File: src/sv/eca_pkg.sv
// Shared types, constants and functions of the easing curve animator.
// Holds the sine quarter-wave table, built at elaboration, and the curve decoders.
// Used by every module of the block; depends on nothing.
`timescale 1ns / 1ps

package eca_pkg;

   // Field widths and fixed-point format.
   localparam int TIME_BITS = 24;
   localparam int POS_BITS = 16;
   localparam int FRAC_BITS = 16;
   localparam int SINE_DEPTH = 1024;
   localparam int SINE_LOG2 = $clog2(SINE_DEPTH);
   localparam int KIND_BITS = 4;
   localparam int OUT_BITS = POS_BITS + 2;
   // Unsigned Q format that holds 0 to 1 inclusive.
   localparam int Q_BITS = FRAC_BITS + 1;
   localparam int SINE_BITS = FRAC_BITS + 1;
   localparam int SINE_TAB_BITS = (SINE_DEPTH + 1) * SINE_BITS;

   // Stream payload layout, lowest field first.
   localparam int REQ_FIELD_BITS = 3 * TIME_BITS + 2 * POS_BITS;
   localparam int REQ_DATA_BITS = ((REQ_FIELD_BITS + 7) / 8) * 8;
   localparam int RSP_DATA_BITS = ((OUT_BITS + 7) / 8) * 8;
   localparam int OFS_TIME_START = 0;
   localparam int OFS_TIME_END = TIME_BITS;
   localparam int OFS_TIME_NOW = 2 * TIME_BITS;
   localparam int OFS_POS_START = 3 * TIME_BITS;
   localparam int OFS_POS_END = 3 * TIME_BITS + POS_BITS;

   // Queue between the front and the back.
   localparam int QUEUE_DEPTH = 4;
   localparam int QUEUE_LOG2 = $clog2(QUEUE_DEPTH);

   // Curve codes.
   localparam logic [KIND_BITS-1:0] KIND_CONST = 4'd0;
   localparam logic [KIND_BITS-1:0] KIND_LINEAR = 4'd1;
   localparam logic [KIND_BITS-1:0] KIND_QUAD = 4'd2;
   localparam logic [KIND_BITS-1:0] KIND_INVQUAD = 4'd3;
   localparam logic [KIND_BITS-1:0] KIND_S_S = 4'd4;
   localparam logic [KIND_BITS-1:0] KIND_S = 4'd5;
   localparam logic [KIND_BITS-1:0] KIND_QS_QS = 4'd6;
   localparam logic [KIND_BITS-1:0] KIND_QS = 4'd7;
   localparam logic [KIND_BITS-1:0] KIND_BOUNCE = 4'd8;
   localparam logic [KIND_BITS-1:0] KIND_BOUNCE_QUAD = 4'd9;
   localparam logic [KIND_BITS-1:0] KIND_BOUNCE_INVQUAD = 4'd10;
   localparam logic [KIND_BITS-1:0] KIND_SINE = 4'd11;
   localparam logic [KIND_BITS-1:0] KIND_SINE_S = 4'd12;

   localparam longint unsigned HALF_PI_Q30 = 64'd1686629713;

   // Operations of one curve unit.
   typedef enum logic [2:0] {
      OP_PASS,
      OP_ZERO,
      OP_QUAD,
      OP_INVQUAD,
      OP_S,
      OP_QS,
      OP_BOUNCE
   } curve_op_type;

   // One classified item as it waits in the queue.
   typedef struct packed {
      logic [TIME_BITS-1:0] num;
      logic [TIME_BITS-1:0] den;
      logic signed [POS_BITS-1:0] pos_start;
      logic signed [POS_BITS-1:0] pos_end;
      logic [KIND_BITS-1:0] kind;
      logic bypass;
      logic take_end;
   } eca_item_type;

   // What travels beside the arithmetic through the back pipeline.
   typedef struct packed {
      logic signed [POS_BITS-1:0] pos_start;
      logic signed [POS_BITS-1:0] pos_end;
      logic [KIND_BITS-1:0] kind;
      logic bypass;
      logic take_end;
   } eca_side_type;

   // Queue status seen by the front and the back.
   typedef struct packed {
      logic full;
      logic empty;
   } eca_qstat_type;

   // Two Taylor factors of a in Q30.
   function automatic longint unsigned taylor_step(longint unsigned term, longint unsigned a);
      longint unsigned t;
      t = (term * a) >> 30;
      t = (t * a) >> 30;
      return t;
   endfunction

   // Quarter-wave sine table in Q(FRAC_BITS), entries 0 to SINE_DEPTH.
   function automatic logic [SINE_TAB_BITS-1:0] build_sine();
      logic [SINE_TAB_BITS-1:0] tab;
      longint unsigned a;
      longint unsigned term;
      longint sum;
      longint entry;
      tab = '0;
      for (int i = 0; i <= SINE_DEPTH; i++) begin
         a = (HALF_PI_Q30 * longint'(i)) >> SINE_LOG2;
         term = a;
         sum = longint'(a);
         term = taylor_step(term, a) / 64'd6;
         sum = sum - longint'(term);
         term = taylor_step(term, a) / 64'd20;
         sum = sum + longint'(term);
         term = taylor_step(term, a) / 64'd42;
         sum = sum - longint'(term);
         term = taylor_step(term, a) / 64'd72;
         sum = sum + longint'(term);
         term = taylor_step(term, a) / 64'd110;
         sum = sum - longint'(term);
         term = taylor_step(term, a) / 64'd156;
         sum = sum + longint'(term);
         term = taylor_step(term, a) / 64'd210;
         sum = sum - longint'(term);
         term = taylor_step(term, a) / 64'd272;
         sum = sum + longint'(term);
         if (sum < 0) begin
            sum = 0;
         end
         if (sum > (longint'(1) << 30)) begin
            sum = longint'(1) << 30;
         end
         entry = (sum + (longint'(1) << (29 - FRAC_BITS))) >>> (30 - FRAC_BITS);
         tab[i*SINE_BITS +: SINE_BITS] = SINE_BITS'(entry);
      end
      return tab;
   endfunction

   localparam logic [SINE_TAB_BITS-1:0] SINE_TAB = build_sine();

   // Point k of a full wave sampled at 4 * SINE_DEPTH points.
   function automatic logic signed [SINE_BITS:0] full_wave(logic [SINE_LOG2+1:0] k);
      logic [SINE_LOG2-1:0] r;
      logic [SINE_LOG2:0] mirror;
      logic [SINE_BITS-1:0] direct_val;
      logic [SINE_BITS-1:0] mirror_val;
      logic signed [SINE_BITS:0] res;
      r = k[SINE_LOG2-1:0];
      mirror = (SINE_LOG2 + 1)'(SINE_DEPTH) - {1'b0, r};
      direct_val = SINE_TAB[{1'b0, r}*SINE_BITS +: SINE_BITS];
      mirror_val = SINE_TAB[mirror*SINE_BITS +: SINE_BITS];
      case (k[SINE_LOG2+1:SINE_LOG2])
         2'd0: res = $signed({1'b0, direct_val});
         2'd1: res = $signed({1'b0, mirror_val});
         2'd2: res = -$signed({1'b0, direct_val});
         default: res = -$signed({1'b0, mirror_val});
      endcase
      return res;
   endfunction

   // First curve applied to the normalized time.
   function automatic curve_op_type first_op(logic [KIND_BITS-1:0] kind);
      curve_op_type op;
      unique case (kind) inside
         KIND_LINEAR, KIND_SINE: op = OP_PASS;
         KIND_QUAD: op = OP_QUAD;
         KIND_INVQUAD: op = OP_INVQUAD;
         KIND_S_S, KIND_S, KIND_SINE_S: op = OP_S;
         KIND_QS_QS, KIND_QS: op = OP_QS;
         KIND_BOUNCE, KIND_BOUNCE_QUAD, KIND_BOUNCE_INVQUAD: op = OP_BOUNCE;
         default: op = OP_ZERO;
      endcase
      return op;
   endfunction

   // Second curve, applied to the output of the first.
   function automatic curve_op_type second_op(logic [KIND_BITS-1:0] kind);
      curve_op_type op;
      unique case (kind)
         KIND_S_S: op = OP_S;
         KIND_QS_QS: op = OP_QS;
         KIND_BOUNCE_QUAD: op = OP_QUAD;
         KIND_BOUNCE_INVQUAD: op = OP_INVQUAD;
         default: op = OP_PASS;
      endcase
      return op;
   endfunction

endpackage

File: src/sv/eca_queue.sv
// Short queue of classified items between the front and the back.
// Depends on eca_pkg for the item type and the depth.
`timescale 1ns / 1ps

module eca_queue (
   input  logic                  clock,
   input  logic                  reset,
   input  logic                  push,
   input  eca_pkg::eca_item_type push_item,
   input  logic                  pop,
   output eca_pkg::eca_item_type head_item,
   output eca_pkg::eca_qstat_type stat
);

   eca_pkg::eca_item_type entries_ff [0:eca_pkg::QUEUE_DEPTH-1];
   logic [eca_pkg::QUEUE_LOG2-1:0] wr_ptr_ff, wr_ptr_in;
   logic [eca_pkg::QUEUE_LOG2-1:0] rd_ptr_ff, rd_ptr_in;
   logic [eca_pkg::QUEUE_LOG2:0] count_ff, count_in;

   // Pointer and fill count update.
   always_comb begin
      wr_ptr_in = push ? wr_ptr_ff + 1'b1 : wr_ptr_ff;
      rd_ptr_in = pop ? rd_ptr_ff + 1'b1 : rd_ptr_ff;
      count_in = count_ff;
      if (push && !pop) begin
         count_in = count_ff + 1'b1;
      end else if (pop && !push) begin
         count_in = count_ff - 1'b1;
      end
   end

   always_ff @(posedge clock) begin
      if (reset) begin
         wr_ptr_ff <= '0;
         rd_ptr_ff <= '0;
         count_ff <= '0;
      end else begin
         wr_ptr_ff <= wr_ptr_in;
         rd_ptr_ff <= rd_ptr_in;
         count_ff <= count_in;
      end
   end

   // Entry storage needs no reset.
   always_ff @(posedge clock) begin
      if (push) begin
         entries_ff[wr_ptr_ff] <= push_item;
      end
   end

   assign head_item = entries_ff[rd_ptr_ff];
   assign stat.full = (count_ff == (eca_pkg::QUEUE_LOG2 + 1)'(eca_pkg::QUEUE_DEPTH));
   assign stat.empty = (count_ff == '0);

endmodule

File: config.mk
export PLATFORM = sky130hd
export DESIGN_NAME = eca_queue
export DESIGN_NICKNAME = d
export VERILOG_FILES = /design/src/sv/eca_pkg.sv /design/src/sv/eca_queue.sv
export SDC_FILE = /design/constraint.sdc
export NUM_CORES = 1
export LEC_CHECK = 0
export BUFFER_PORTS_ARGS = -buffer_cell sky130_fd_sc_hd__buf_4
export CORE_MARGIN = 3
export CORE_UTILIZATION = 59
export CTS_BUF_LIST = sky130_fd_sc_hd__clkbuf_4 sky130_fd_sc_hd__clkbuf_8
export DETAILED_ROUTE_END_ITERATION = 16
export PLACE_DENSITY_LB_ADDON = 0.08
export SLEW_MARGIN = 20
export SYNTH_ARGS = -nofsm -noshare
export SYNTH_HDL_FRONTEND = slang
export SYNTH_SLANG_ARGS = --single-unit
File: constraint.sdc
create_clock -name clock -period 4.2 [get_ports clock]
set_input_delay 0 -clock clock [delete_from_list [all_inputs] [get_ports clock]]
set_output_delay 0 -clock clock [all_outputs]
set_load 0.05 [all_outputs]
Word level (Yosys, flattened, before mapping)
Memory sizes are Yosys's and may differ from the RTL's. A register that Yosys moved wholly into a read port is not among the register bits.
Index checks and enable logic that the tools add are counted.

word-level totals
  register bits after elaboration = 7
  RAM bits = 344
  input bits = 90
  output and inout bits = 88
  memories = 1

memories
  name        depth  width  rd ports  clocked after Yosys merged registers in  wr ports  line             source
  entries_ff  4      86     1         1                                        1         eca_queue.sv:15  eca_pkg::eca_item_type entries_ff [0:eca_pkg::QUEUE_DEPTH-1];

cells by class
  $add $sub $neg = 4
  eq/ne operators = 1
  mux-type cells = 6
  reductions and logical operators = 6

operator list
  kind                                              number
  2-to-1 mux 3 bit                                  2
  adder 2 x 1 -> 2 bit, second input constant       2
  2-to-1 mux 2 bit                                  2
  adder 3 x 1 -> 3 bit, second input constant       1
  == test 3 bit, second input constant              1
  zero test 3 bit                                   1
  subtractor 3 x 1 -> 3 bit, second input constant  1
  logical AND 1 bit                                 2
  zero test 1 bit                                   2
  2-to-1 mux 1 bit                                  2
  nonzero test 2 bit                                1

Depth between registers and ports, before layout
  word-level depth = 4
  mapped depth = 7
  depth with buffers taken out = 7

Worst setup path before layout
Ideal clock, no wire load.

  kind = register to register
  from = register wr_ptr_ff[0] in the netlist's numbering
  to = memory entries_ff[0][0] in the netlist's numbering, enable pin
  setup time = 0.454 ns
  arrival = 2.540 ns
  data required time = 3.746 ns
  setup slack = 1.206 ns
  stages on the path, launching flop included = 4
  path buffers = 0
  cell sequence = dfxtp_1 > inv_1 > ha_1 > and2_1

RTL lines
  item                    line             source
  start, declared         eca_queue.sv:16  logic [eca_pkg::QUEUE_LOG2-1:0] wr_ptr_ff, wr_ptr_in;
  start signal, assigned  eca_queue.sv:38  wr_ptr_ff <= wr_ptr_in;
  end, declared           eca_queue.sv:15

No word-level cell before the write port.

==> run metrics <==
Max VDD drop=0.321 mV; DP Wirelength=14.1 mm; number of antenna violations at the first check in global routing=1; clock tree from TritonCTS=yes; Internal Dissipation=6.02 mW; total count of max-transition violations in the final report=0; final count of negative-setup-slack endpoints=0; number of sinks on the clock net=353; setup_tns=0 ps; highest signal layer in the routed design=met4; post-DR wirelength/cell=21.7 um; minimum setup slack after placement=2080 ps; required time reported for the critical path endpoint=4200 ps; floorplan die width=154 um; outcome=complete, no violations; multiplexer share of the synthesized area=15.2%; series of cell instances along the critical path=buf_4 > mux4_2 > buf_4; Layout area overhead=27.5%; Post-DRT Antenna Nets=0; GR Util All Layers=21.0%; total buffers and inverters traversed by the critical path=2; Fin. Hold Viols=0; number of cells on the worst hold path=2; share of synthesized area occupied by flip-flops and latches=81.6%; final instance area=16400 um2; Die Outline Area=23600 um2; Seq cells post-synth=353; xor and xnor fraction of the mapped netlist area=0.340%; Power per Cell Area=493 nW/um2; Post-Syn Nets=590; layout cell share with drive strength beyond 1=43.1%; most frequent cell on the critical path=sky130_fd_sc_hd__buf_4; register share of total power=51.0%; yosys synthesis warning count=0; Clk Latency, worst-skew pair=550 ps; worst-case clock skew=16.8 ps; H-tree levels=2; maximum number of pins on one net before global-route repair=64; CP endpoint kind=output port; number of I/O port buffers=177; RD Place Congestion=0.738; die outline height=154 um; number of core rows=53; post-detailed-placement cell area=14500 um2; setup ws final=1560 ps; maximum fanout along the worst path=29; simple-gate share of the synthesized area=0.573%; nets@finish=903; Slew HR=36.1%; number of buffers added by the clock tree synthesis step=53; Top Ports=178; Sw Share=25.6%; combinational fraction of design power=15.8%; ratio of routed vias to standard cells=5.53; cell family contributing the most delay on the critical path=buffers and inverters; initial detailed-routing violation count=338; unique cell type count in the Yosys netlist=21; area of the mapped netlist=12900 um2; launching element type of the critical path=register; met2 wire length=12.4 mm; via count of the first global-routing pass=6942; post-layout utilization of the core=77.4%; clock transition time at the flip-flop clock pins of the worst setup and hold paths=60 ps; drt first pass iters=4; fraction of the mapped netlist area in compound gates=0.0778%; fraction of the mapped netlist area in adder cells=0.642%; final routed wirelength across all metal layers=24.3 mm; fin crit period=2640 ps; placeable core region=21200 um2; maximum buffer depth of the clock tree=3; Max-cap violations=0; global-route wire length before repair=38.3 mm; net switching component of the power=2.07 mW; leakage component of the power=5.68 nW; detailed route wirelength on metal3=1.55 mm; synthesized area per cell=26.1 um2; classification of the worst setup path=reg -> out; WL met1=9.88 mm; number of vias after detailed routing=6195; combinational family with the most area after synthesis=multiplexers; max frequency=0.379 GHz; Initial Utilization=60.7%; Clock Power Share=33.2%; DRC=0; count of cells resized by post-cts repair=0; Critical Path Max Stage Delay=730 ps; type of the tightest min-delay check=in -> reg; critical path depth=3; unrepaired setup endpoints after global routing=false; number of instances in the synthesized netlist=494; transition at the pin with the smallest max-transition slack=959 ps; post-route clock period utilization=62.8%; depth of the worst register-to-register path=4; aggregate global routing overflow=0; master of the slowest instance on the critical path=sky130_fd_sc_hd__dfxtp_4; Root Driver=sky130_fd_sc_hd__clkbuf_8; CP arrival=2640 ps
==> power by group through the flow <==
stage | clock network (mW) | registers, mW | logic, mW
6_report | 2.69 | 4.13 | 1.28
5_1_grt | 2.90 | 4.14 | 1.34
4_1_cts | 2.74 | 4.13 | 1.29
3_5_place_dp | 0 | 4.20 | 1.22
3_3_place_gp | 0 | 4.19 | 1.20
2_1_floorplan | 0 | 4.16 | 0.874
==> metrics by stage <==
stage               std cells  hold slack [ps]  power, mW
floorplan                 494             98.9       5.03
global placement          937              198       5.39
detailed placement        937              203       5.42
CTS                      1119              151       8.16
global route             1120              171       8.38
finish                   1120              190       8.10
==> cells in the mapped netlist, drive strengths merged <==
library cell  count  area [um2]
a21oi             1        5.00
and2              4        25.0
buf              16         161
clkbuf            5        18.8
dfxtp             9         180
edfxtp          344       10300
fa                1        20.0
ha                5        62.6
inv               4        15.0
mux2i             2        20.0
mux4             86        1940
nand2             1        3.75
nor2              7        26.3
nor3              1        5.00
nor3b             1        7.51
o21ai             1        5.00
or3               1        6.26
xnor2             2        17.5
xor2              3        26.3
==> what timing repair did <==
action | in CTS | in global routing
buffers inserted | 0 | 0
hold buffers | 90 | 0
endpoints found under the hold margin | 353 | 0
==> per-layer routing <==
| metal | GRT usage (%) | up-vias |
|---|---|---|
| met4 | 6.90 | 0 |
| met2 | 34.4 | 241 |
| met3 | 4.17 | 37 |
| met1 | 29.2 | 3170 |
| li1 | - | 2747 |
| met5 | 0 | - |
==> cell families (layout without fill, tap and decap cells) <==
family / Yosys count / after routing
compound gates: 2 / 2
fa+ha+maj: 6 / 6
xor+xnor: 5 / 5
other cells: 0 / 1
flops: 353 / 353
buf+inv: 25 / 375
simple gates: 15 / 15
mux: 88 / 88
==> path summary, 6_finish.rpt <==
path | from | to | slack [ps]
setup / recovery | register | head_item[23] | 1560
hold / removal | push_item[63] | entries_ff[0][63] | 190
setup reg to reg | wr_ptr_ff[0] | entries_ff[2][65] | 2190
hold reg to reg | rd_ptr_ff[1] | rd_ptr_ff[1] | 540
==> cells in the final DEF (no fill, tap or decap), drive strengths merged <==
master       count
edfxtp         344
nor2             7
clkbuf          80
ha               5
mux2i            2
xnor2            2
fa               1
buf            189
inv              4
nand2            1
clkinvlp         1
or3              1
nor3b            1
dlygate4sd3     90
and2             4
xor2             3
mux4            86
dfxtp            9
clkinv          11
nor3             1
a21oi            1
o21ai            1
diode            1
==> flip-flops by register name (all words and copies together) (netlist names), named ones only <==
name,flops
wr_ptr_ff,2
count_ff,3
entries_ff,344
rd_ptr_ff,2
==> final cells by class <==
class / count / area, um2
inverter: 4 / 15.0
timing repair buffer: 279 / 2320
clock inverter: 12 / 51.3
sequential: 353 / 10500
multi-input combinational: 116 / 2180
clock buffer: 80 / 988
fill: 1153 / 4800
antenna: 1 / 2.50
tap: 275 / 344
(Power assumes the default switching activity.)
