## src/sv/eca_pkg.sv

```systemverilog
// Shared types, constants and functions of the easing curve animator.
// Holds the sine quarter-wave table, built at elaboration, and the curve decoders.
// Used by every module of the block; depends on nothing.
`timescale 1ns / 1ps

package eca_pkg;

   // Field widths and fixed-point format.
   localparam int TIME_BITS = 24;
   localparam int POS_BITS = 16;
   localparam int FRAC_BITS = 16;
   localparam int SINE_DEPTH = 1024;
   localparam int SINE_LOG2 = $clog2(SINE_DEPTH);
   localparam int KIND_BITS = 4;
   localparam int OUT_BITS = POS_BITS + 2;
   // Unsigned Q format that holds 0 to 1 inclusive.
   localparam int Q_BITS = FRAC_BITS + 1;
   localparam int SINE_BITS = FRAC_BITS + 1;
   localparam int SINE_TAB_BITS = (SINE_DEPTH + 1) * SINE_BITS;

   // Stream payload layout, lowest field first.
   localparam int REQ_FIELD_BITS = 3 * TIME_BITS + 2 * POS_BITS;
   localparam int REQ_DATA_BITS = ((REQ_FIELD_BITS + 7) / 8) * 8;
   localparam int RSP_DATA_BITS = ((OUT_BITS + 7) / 8) * 8;
   localparam int OFS_TIME_START = 0;
   localparam int OFS_TIME_END = TIME_BITS;
   localparam int OFS_TIME_NOW = 2 * TIME_BITS;
   localparam int OFS_POS_START = 3 * TIME_BITS;
   localparam int OFS_POS_END = 3 * TIME_BITS + POS_BITS;

   // Queue between the front and the back.
   localparam int QUEUE_DEPTH = 4;
   localparam int QUEUE_LOG2 = $clog2(QUEUE_DEPTH);

   // Curve codes.
   localparam logic [KIND_BITS-1:0] KIND_CONST = 4'd0;
   localparam logic [KIND_BITS-1:0] KIND_LINEAR = 4'd1;
   localparam logic [KIND_BITS-1:0] KIND_QUAD = 4'd2;
   localparam logic [KIND_BITS-1:0] KIND_INVQUAD = 4'd3;
   localparam logic [KIND_BITS-1:0] KIND_S_S = 4'd4;
   localparam logic [KIND_BITS-1:0] KIND_S = 4'd5;
   localparam logic [KIND_BITS-1:0] KIND_QS_QS = 4'd6;
   localparam logic [KIND_BITS-1:0] KIND_QS = 4'd7;
   localparam logic [KIND_BITS-1:0] KIND_BOUNCE = 4'd8;
   localparam logic [KIND_BITS-1:0] KIND_BOUNCE_QUAD = 4'd9;
   localparam logic [KIND_BITS-1:0] KIND_BOUNCE_INVQUAD = 4'd10;
   localparam logic [KIND_BITS-1:0] KIND_SINE = 4'd11;
   localparam logic [KIND_BITS-1:0] KIND_SINE_S = 4'd12;

   localparam longint unsigned HALF_PI_Q30 = 64'd1686629713;

   // Operations of one curve unit.
   typedef enum logic [2:0] {
      OP_PASS,
      OP_ZERO,
      OP_QUAD,
      OP_INVQUAD,
      OP_S,
      OP_QS,
      OP_BOUNCE
   } curve_op_type;

   // One classified item as it waits in the queue.
   typedef struct packed {
      logic [TIME_BITS-1:0] num;
      logic [TIME_BITS-1:0] den;
      logic signed [POS_BITS-1:0] pos_start;
      logic signed [POS_BITS-1:0] pos_end;
      logic [KIND_BITS-1:0] kind;
      logic bypass;
      logic take_end;
   } eca_item_type;

   // What travels beside the arithmetic through the back pipeline.
   typedef struct packed {
      logic signed [POS_BITS-1:0] pos_start;
      logic signed [POS_BITS-1:0] pos_end;
      logic [KIND_BITS-1:0] kind;
      logic bypass;
      logic take_end;
   } eca_side_type;

   // Queue status seen by the front and the back.
   typedef struct packed {
      logic full;
      logic empty;
   } eca_qstat_type;

   // Two Taylor factors of a in Q30.
   function automatic longint unsigned taylor_step(longint unsigned term, longint unsigned a);
      longint unsigned t;
      t = (term * a) >> 30;
      t = (t * a) >> 30;
      return t;
   endfunction

   // Quarter-wave sine table in Q(FRAC_BITS), entries 0 to SINE_DEPTH.
   function automatic logic [SINE_TAB_BITS-1:0] build_sine();
      logic [SINE_TAB_BITS-1:0] tab;
      longint unsigned a;
      longint unsigned term;
      longint sum;
      longint entry;
      tab = '0;
      for (int i = 0; i <= SINE_DEPTH; i++) begin
         a = (HALF_PI_Q30 * longint'(i)) >> SINE_LOG2;
         term = a;
         sum = longint'(a);
         term = taylor_step(term, a) / 64'd6;
         sum = sum - longint'(term);
         term = taylor_step(term, a) / 64'd20;
         sum = sum + longint'(term);
         term = taylor_step(term, a) / 64'd42;
         sum = sum - longint'(term);
         term = taylor_step(term, a) / 64'd72;
         sum = sum + longint'(term);
         term = taylor_step(term, a) / 64'd110;
         sum = sum - longint'(term);
         term = taylor_step(term, a) / 64'd156;
         sum = sum + longint'(term);
         term = taylor_step(term, a) / 64'd210;
         sum = sum - longint'(term);
         term = taylor_step(term, a) / 64'd272;
         sum = sum + longint'(term);
         if (sum < 0) begin
            sum = 0;
         end
         if (sum > (longint'(1) << 30)) begin
            sum = longint'(1) << 30;
         end
         entry = (sum + (longint'(1) << (29 - FRAC_BITS))) >>> (30 - FRAC_BITS);
         tab[i*SINE_BITS +: SINE_BITS] = SINE_BITS'(entry);
      end
      return tab;
   endfunction

   localparam logic [SINE_TAB_BITS-1:0] SINE_TAB = build_sine();

   // Point k of a full wave sampled at 4 * SINE_DEPTH points.
   function automatic logic signed [SINE_BITS:0] full_wave(logic [SINE_LOG2+1:0] k);
      logic [SINE_LOG2-1:0] r;
      logic [SINE_LOG2:0] mirror;
      logic [SINE_BITS-1:0] direct_val;
      logic [SINE_BITS-1:0] mirror_val;
      logic signed [SINE_BITS:0] res;
      r = k[SINE_LOG2-1:0];
      mirror = (SINE_LOG2 + 1)'(SINE_DEPTH) - {1'b0, r};
      direct_val = SINE_TAB[{1'b0, r}*SINE_BITS +: SINE_BITS];
      mirror_val = SINE_TAB[mirror*SINE_BITS +: SINE_BITS];
      case (k[SINE_LOG2+1:SINE_LOG2])
         2'd0: res = $signed({1'b0, direct_val});
         2'd1: res = $signed({1'b0, mirror_val});
         2'd2: res = -$signed({1'b0, direct_val});
         default: res = -$signed({1'b0, mirror_val});
      endcase
      return res;
   endfunction

   // First curve applied to the normalized time.
   function automatic curve_op_type first_op(logic [KIND_BITS-1:0] kind);
      curve_op_type op;
      unique case (kind) inside
         KIND_LINEAR, KIND_SINE: op = OP_PASS;
         KIND_QUAD: op = OP_QUAD;
         KIND_INVQUAD: op = OP_INVQUAD;
         KIND_S_S, KIND_S, KIND_SINE_S: op = OP_S;
         KIND_QS_QS, KIND_QS: op = OP_QS;
         KIND_BOUNCE, KIND_BOUNCE_QUAD, KIND_BOUNCE_INVQUAD: op = OP_BOUNCE;
         default: op = OP_ZERO;
      endcase
      return op;
   endfunction

   // Second curve, applied to the output of the first.
   function automatic curve_op_type second_op(logic [KIND_BITS-1:0] kind);
      curve_op_type op;
      unique case (kind)
         KIND_S_S: op = OP_S;
         KIND_QS_QS: op = OP_QS;
         KIND_BOUNCE_QUAD: op = OP_QUAD;
         KIND_BOUNCE_INVQUAD: op = OP_INVQUAD;
         default: op = OP_PASS;
      endcase
      return op;
   endfunction

endpackage

```

## src/sv/eca_front.sv

```systemverilog
// Front end: takes an item from the input stream and classifies it.
// Forms the signed time ratio terms and decides the out-of-range results.
// Depends on eca_pkg.
`timescale 1ns / 1ps

module eca_front (
   input  logic                                clock,
   input  logic                                reset,
   input  logic                                req_tvalid,
   output logic                                req_tready,
   input  logic [eca_pkg::REQ_DATA_BITS-1:0]   req_tdata,
   input  logic [eca_pkg::KIND_BITS-1:0]       req_tuser,
   input  eca_pkg::eca_qstat_type              qstat,
   output logic                                push,
   output eca_pkg::eca_item_type               item
);

   localparam int TB = eca_pkg::TIME_BITS;
   localparam int PB = eca_pkg::POS_BITS;

   logic valid_ff, valid_in;
   logic [TB-1:0] ts_ff, te_ff, tn_ff;
   logic signed [PB-1:0] ps_ff, pe_ff;
   logic [eca_pkg::KIND_BITS-1:0] kind_ff;

   logic signed [TB:0] num_raw, den_raw, num_fix, den_fix;
   logic unknown, too_early, after;

   // The input register takes an item when it is empty or moves on.
   assign req_tready = !valid_ff || !qstat.full;
   assign push = valid_ff && !qstat.full;
   assign valid_in = req_tready ? req_tvalid : valid_ff;

   always_ff @(posedge clock) begin
      if (reset) begin
         valid_ff <= 1'b0;
      end else begin
         valid_ff <= valid_in;
      end
   end

   always_ff @(posedge clock) begin
      if (req_tready) begin
         ts_ff <= req_tdata[eca_pkg::OFS_TIME_START +: TB];
         te_ff <= req_tdata[eca_pkg::OFS_TIME_END +: TB];
         tn_ff <= req_tdata[eca_pkg::OFS_TIME_NOW +: TB];
         ps_ff <= req_tdata[eca_pkg::OFS_POS_START +: PB];
         pe_ff <= req_tdata[eca_pkg::OFS_POS_END +: PB];
         kind_ff <= req_tuser;
      end
   end

   // Elapsed time and span, with the sign folded into the elapsed time.
   always_comb begin
      num_raw = $signed({1'b0, tn_ff}) - $signed({1'b0, ts_ff});
      den_raw = $signed({1'b0, te_ff}) - $signed({1'b0, ts_ff});
      if (den_raw < 0) begin
         num_fix = -num_raw;
         den_fix = -den_raw;
      end else begin
         num_fix = num_raw;
         den_fix = den_raw;
      end
      unknown = (kind_ff > eca_pkg::KIND_SINE_S);
      too_early = (num_fix <= 0);
      after = (den_fix == 0) || (num_fix >= den_fix);
   end

   // Classified item for the queue.
   always_comb begin
      item.num = num_fix[TB-1:0];
      item.den = den_fix[TB-1:0];
      item.pos_start = ps_ff;
      item.pos_end = pe_ff;
      item.kind = kind_ff;
      item.bypass = unknown || too_early || after;
      item.take_end = !unknown && !too_early && after && (kind_ff < eca_pkg::KIND_BOUNCE);
   end

endmodule

```

## config.mk

```make
export PLATFORM = sky130hd
export DESIGN_NAME = eca_front
export DESIGN_NICKNAME = d
export VERILOG_FILES = /design/src/sv/eca_pkg.sv /design/src/sv/eca_front.sv
export SDC_FILE = /design/constraint.sdc
export NUM_CORES = 1
export LEC_CHECK = 0
export ABC_CLOCK_PERIOD_IN_PS = 18100
export BUFFER_PORTS_ARGS = -buffer_cell sky130_fd_sc_hd__clkbuf_2
export CAP_MARGIN = 20
export CORE_AREA = 4 4 124 126
export DETAILED_ROUTE_END_ITERATION = 16
export DIE_AREA = 0 0 128 130
export HOLD_SLACK_MARGIN = 0.12
export PLACE_DENSITY = 0.85
export SKIP_LAST_GASP = 1
export SYNTH_ARGS = -nofsm -noshare
export SYNTH_HDL_FRONTEND = slang
export SYNTH_SLANG_ARGS = --single-unit
export TNS_END_PERCENT = 10
```

## constraint.sdc

```tcl
create_clock -name clock -period 18.1 [get_ports clock]
set_input_delay 2.715 -clock clock [delete_from_list [all_inputs] [get_ports clock]]
set_output_delay 2.715 -clock clock [all_outputs]
set_load 0.01 [all_outputs]
```

* After elaboration in Yosys (flattened, before gate mapping) *
Cells that the tools add are included.

operators by class
  multiplexer cells = 2
  magnitude comparators = 5
  reductions and logical operators = 13
  $add $sub $neg = 4

operator list
  operator                                                         count
  2-to-1 mux 25 bit                                                2
  negator 25 bit                                                   2
  subtractor 24 x 24 -> 25 bit                                     2
  zero test 32 bit                                                 1
  greater-or-equal comparator 25 bit                               1
  less-or-equal comparator 25 x 1 -> 1 bit, second input constant  1
  less-than comparator 25 x 1 -> 1 bit, second input constant      1
  greater-than comparator 4 bit, second input constant             1
  logical AND 1 bit                                                4
  zero test 1 bit                                                  4
  logical OR 1 bit                                                 4
  less-than comparator 4 bit, second input constant                1

word-level totals
  logic and storage cells = 31
  input port bits = 113
  register bits = 109

* Logic depth before layout (Yosys ltp) *
  depth after elaboration = 8
  gate-level depth with buffers = 26

* Worst setup path after synthesis *
OpenSTA, ideal clock, no wires.

  path type = reg-to-output
  start = register ts_ff[0]
  end = output item[1] (netlist bit)
  data arrival time = 5.160 ns
  cell stages (with the launch flop) = 26
  setup slack = 10.225 ns
  cell sequence = edfxtp_1 ha_1 fa_1 nand2b_1 a21o_1 a211o_1 nand3_1 and2_1 clkbuf_1 clkbuf_1 buf_1 nor2_1 a21oi_1 ha_1 nor2b_1 o21a_1 o21a_1 o21a_1 o21a_1 o21a_1 o31a_1 o211ai_1 a211o_1 a32oi_1 a31oi_1 nand3_1

RTL lines
  what                    line             source
  start, declared         eca_front.sv:22  logic [TB-1:0] ts_ff, te_ff, tn_ff;
  start signal, assigned  eca_front.sv:44  ts_ff <= req_tdata[eca_pkg::OFS_TIME_START +: TB];
  end, declared           eca_front.sv:15  output eca_pkg::eca_item_type item

==> flow_summary.toml <==
[timing]
fin_setup_tns_ns = 0
layout_min_cycle_time_ns = 8.46
setup_violations = 0
rsz0062_at_grt = "false"
tightest_slew_ns = 0.886
clock-skew-final_ns = 0.00581
max-slew-margin-rel = 0.408
hold_violations = 0
max_freq_mhz = 118
final_max_slew_viol_count = 0
fin_crit_sh = 0.467

[clock_network]
tritoncts = "built"
clock_path_buffers = 2
htree_num_levels = 3
holdBufCountCts = 0
clk_pin_slew_worst_paths_ns = 0.08
cts_resized = 0
root_buffer = "clkbuf_16"
post-cts-setup-buffers = 0
cts-buffers-inserted = 9
cts.sinks = 109
clk_latency_ns = 0.35

[logic_synthesis]
synth_edf_count = 108
yosysSeqAreaShare = 0.395
synthFlopType = "edfxtp_1"
synth_fp_nets = 1036
synth_area_per_cell_um2 = 9.76
syn_area_um2 = 8260
yosysWarnings = 0
syn_inst = 846
postSynth.asyncResetShare = 0
synth-seq-cells = 109
synth_area_leader_cell = "edfxtp_1"
post_synth_main_area_contributors = "edfxtp_1 39%, ha_1 11%, xnor2_1 5.9%"
yosysMostFrequentCell = "edfxtp_1"
synth_common_cells = "108 x edfxtp_1, 75 x ha_1, 73 x a21oi_1, 65 x nand2_1, 57 x inv_1"
synth_cell_type_count = 77
yosysTopAreaCellShare = 0.393

[floorplanning]
num_io_pins = 201
dieArea_um2 = 16600
start_util = 0.577
core-area_um2 = 14300
die_y_um = 130
rows = 44
die_w_um = 128

[setup_path]
crit_required_ns = 15.39
crit_type = "register to output pin"
path_buf_inv = 1
startpoint_type = "register"
arrival_ns = 5.74
ff2ff_setup_slack_ns = 16.18
cp_cell_sequence = "ha_1 > fa_1 > nor2b_1 > o2111ai_1 > a21boi_0 > o21ai_0 > a21boi_0 > o2111ai_2 > or4_1 > nor3_1 > a21oi_1 > xor2_1 > ha_1 > a21o_1 > a2111oi_0 > a32oi_1 > a31oi_1 > nand3_1 > clkbuf_2"
rr_endpoint = "ts_ff[3]"
reg2reg_depth = 2
critical_path_peak_fanout = 6
end_kind = "output pin"
r2r-start = "valid_ff"
critPathTopFamily = "compound AO/OA/AOI/OAI gates"
cpMaxStageDelayCell = "or4_1"
cp_slowest_stage_delay_ns = 0.59

[power_and_ir_drop]
p_leak_uw = 0.00430
ir_drop_mv = 0.0888
combPwrFrac = 0.515
p_sw_uw = 419
power_density_nw_per_um2 = 106
p_seq_frac = 0.296
swShare = 0.409
p_int_uw = 605
clkPwrFrac = 0.189

[drt]
vias = 7243
vias_per_cell = 5.94
drt_iter0_markers = 594
post-route-drc-count = 0
dr.pass1.iters = 5
ant_nets = 0
routed_wl_mm = 20.4
drt-wirelength-per-cell_um = 16.7

[worst_hold_path]
holdCritPathClass = "register to register"
hold_path_end = "valid_ff"
hold_depth = 2
hold_start = "valid_ff"

[global_routing]
grt_max_degree = 74
grt_usage = 0.238
antenna_found_initial = 0
gr-total-overflow = 0
grt_first_pass_wirelength_mm = 32.0
grt_pass1_vias = 6806

[finish]
drive_above_1_share = 0.229
antenna_cells = 0
final_util = 0.678
nNetsFinal = 1220
area_growth_pct = 17.5

[place]
portBuffers = 199
gp_congestion = 0.933
dp_hpwl_mm = 16.5

[run]
maxCapViolations = 0

[outcome]
outcome = "finished, final reports clean"
## tightest hold or removal path, stage by stage (launching register included)
cell	delay (ns)
dfxtp_1	0.34
a21oi_1	0.13
nor2_1	0.04
## cell usage in the layout, fill, tap and decap left out, types with 9 or more instances in the layout
master and instances:
and2_1 9, ha_1 75, inv_1 57, edfxtp_1 108, nand3_1 21, clkbuf_2 199
o21ai_0 36, nor3_1 17, nand2_1 64, nor2_1 52, xor2_1 25, nand4_1 13
a21o_1 28, xnor2_1 56, o21a_1 12, clkbuf_16 9, nor4_1 14, nor2b_1 9
a31oi_1 13, a21oi_1 73
## worst max-delay path by stage
stage / startpoint / endpoint / slack, ns / depth (start not counted)
2_1_floorplan: ts_ff[0] / item[1] / 10.23 / 25
3_3_place_gp: ts_ff[0] / item[1] / 10.10 / 19
3_5_place_dp: ts_ff[0] / item[1] / 10.05 / 19
4_1_cts: ts_ff[0] / item[1] / 9.65 / 19
5_1_grt: ts_ff[0] / item[1] / 9.20 / 20
6_report: ts_ff[0] / item[1] / 9.64 / 19
## through the flow
step	area, µm²	setup slack, ns	power (µW)	hold slack [ns]	instances
6_report	9700	9.64	1020	0.553	1219
2_1_floorplan	8260	10.23	677	0.465	846
3_5_place_dp	9400	10.05	832	0.544	1203
4_1_cts	9700	9.65	1030	0.558	1219
5_1_grt	9700	9.20	1100	0.620	1219
3_3_place_gp	9400	10.10	819	0.535	1203
## layout make-up
type                    count  area, µm²
clock inverters             7       77.6
inverters                  57        214
fillers                  1178       4620
clock buffers               9        225
flip-flops and latches    109       3260
repair buffers            201       1010
multi-input cells         652       4680
well taps                 184        230
## flip-flops by register name, indices dropped and copies added, names as in the netlist
| register | cells |
|---|---|
| te_ff | 24 |
| kind_ff | 4 |
| ts_ff | 24 |
| pe_ff | 16 |
| valid_ff | 1 |
| tn_ff | 24 |
| ps_ff | 16 |
## metal layers
metal,GRT usage,part of all wire,vias up,routed length [µm]
met1,0.340,0.44,3342,8890
met3,0.0385,0.088,43,1800
met4,0.0780,0.023,0,466
met5,0,0,-,0
met2,0.372,0.45,302,9210
li1,-,-,3556,-
## power groups by stage
stage,combinational [µW],sequential [µW],clock [µW]
after detailed placement,523,309,0
after floorplan,366,311,0
after CTS,525,303,197
after global placement,512,308,0
final,527,303,193
after global routing,587,304,208
## kinds of logic after synthesis
group,after synthesis,synth area share
compound gates,240,0.197
xor+xnor,82,0.0879
fa+ha+maj,77,0.119
buf+inv,85,0.0392
flops,109,0.395
mux,4,0.00485
simple gates,249,0.157
(Power assumes the default switching activity.)
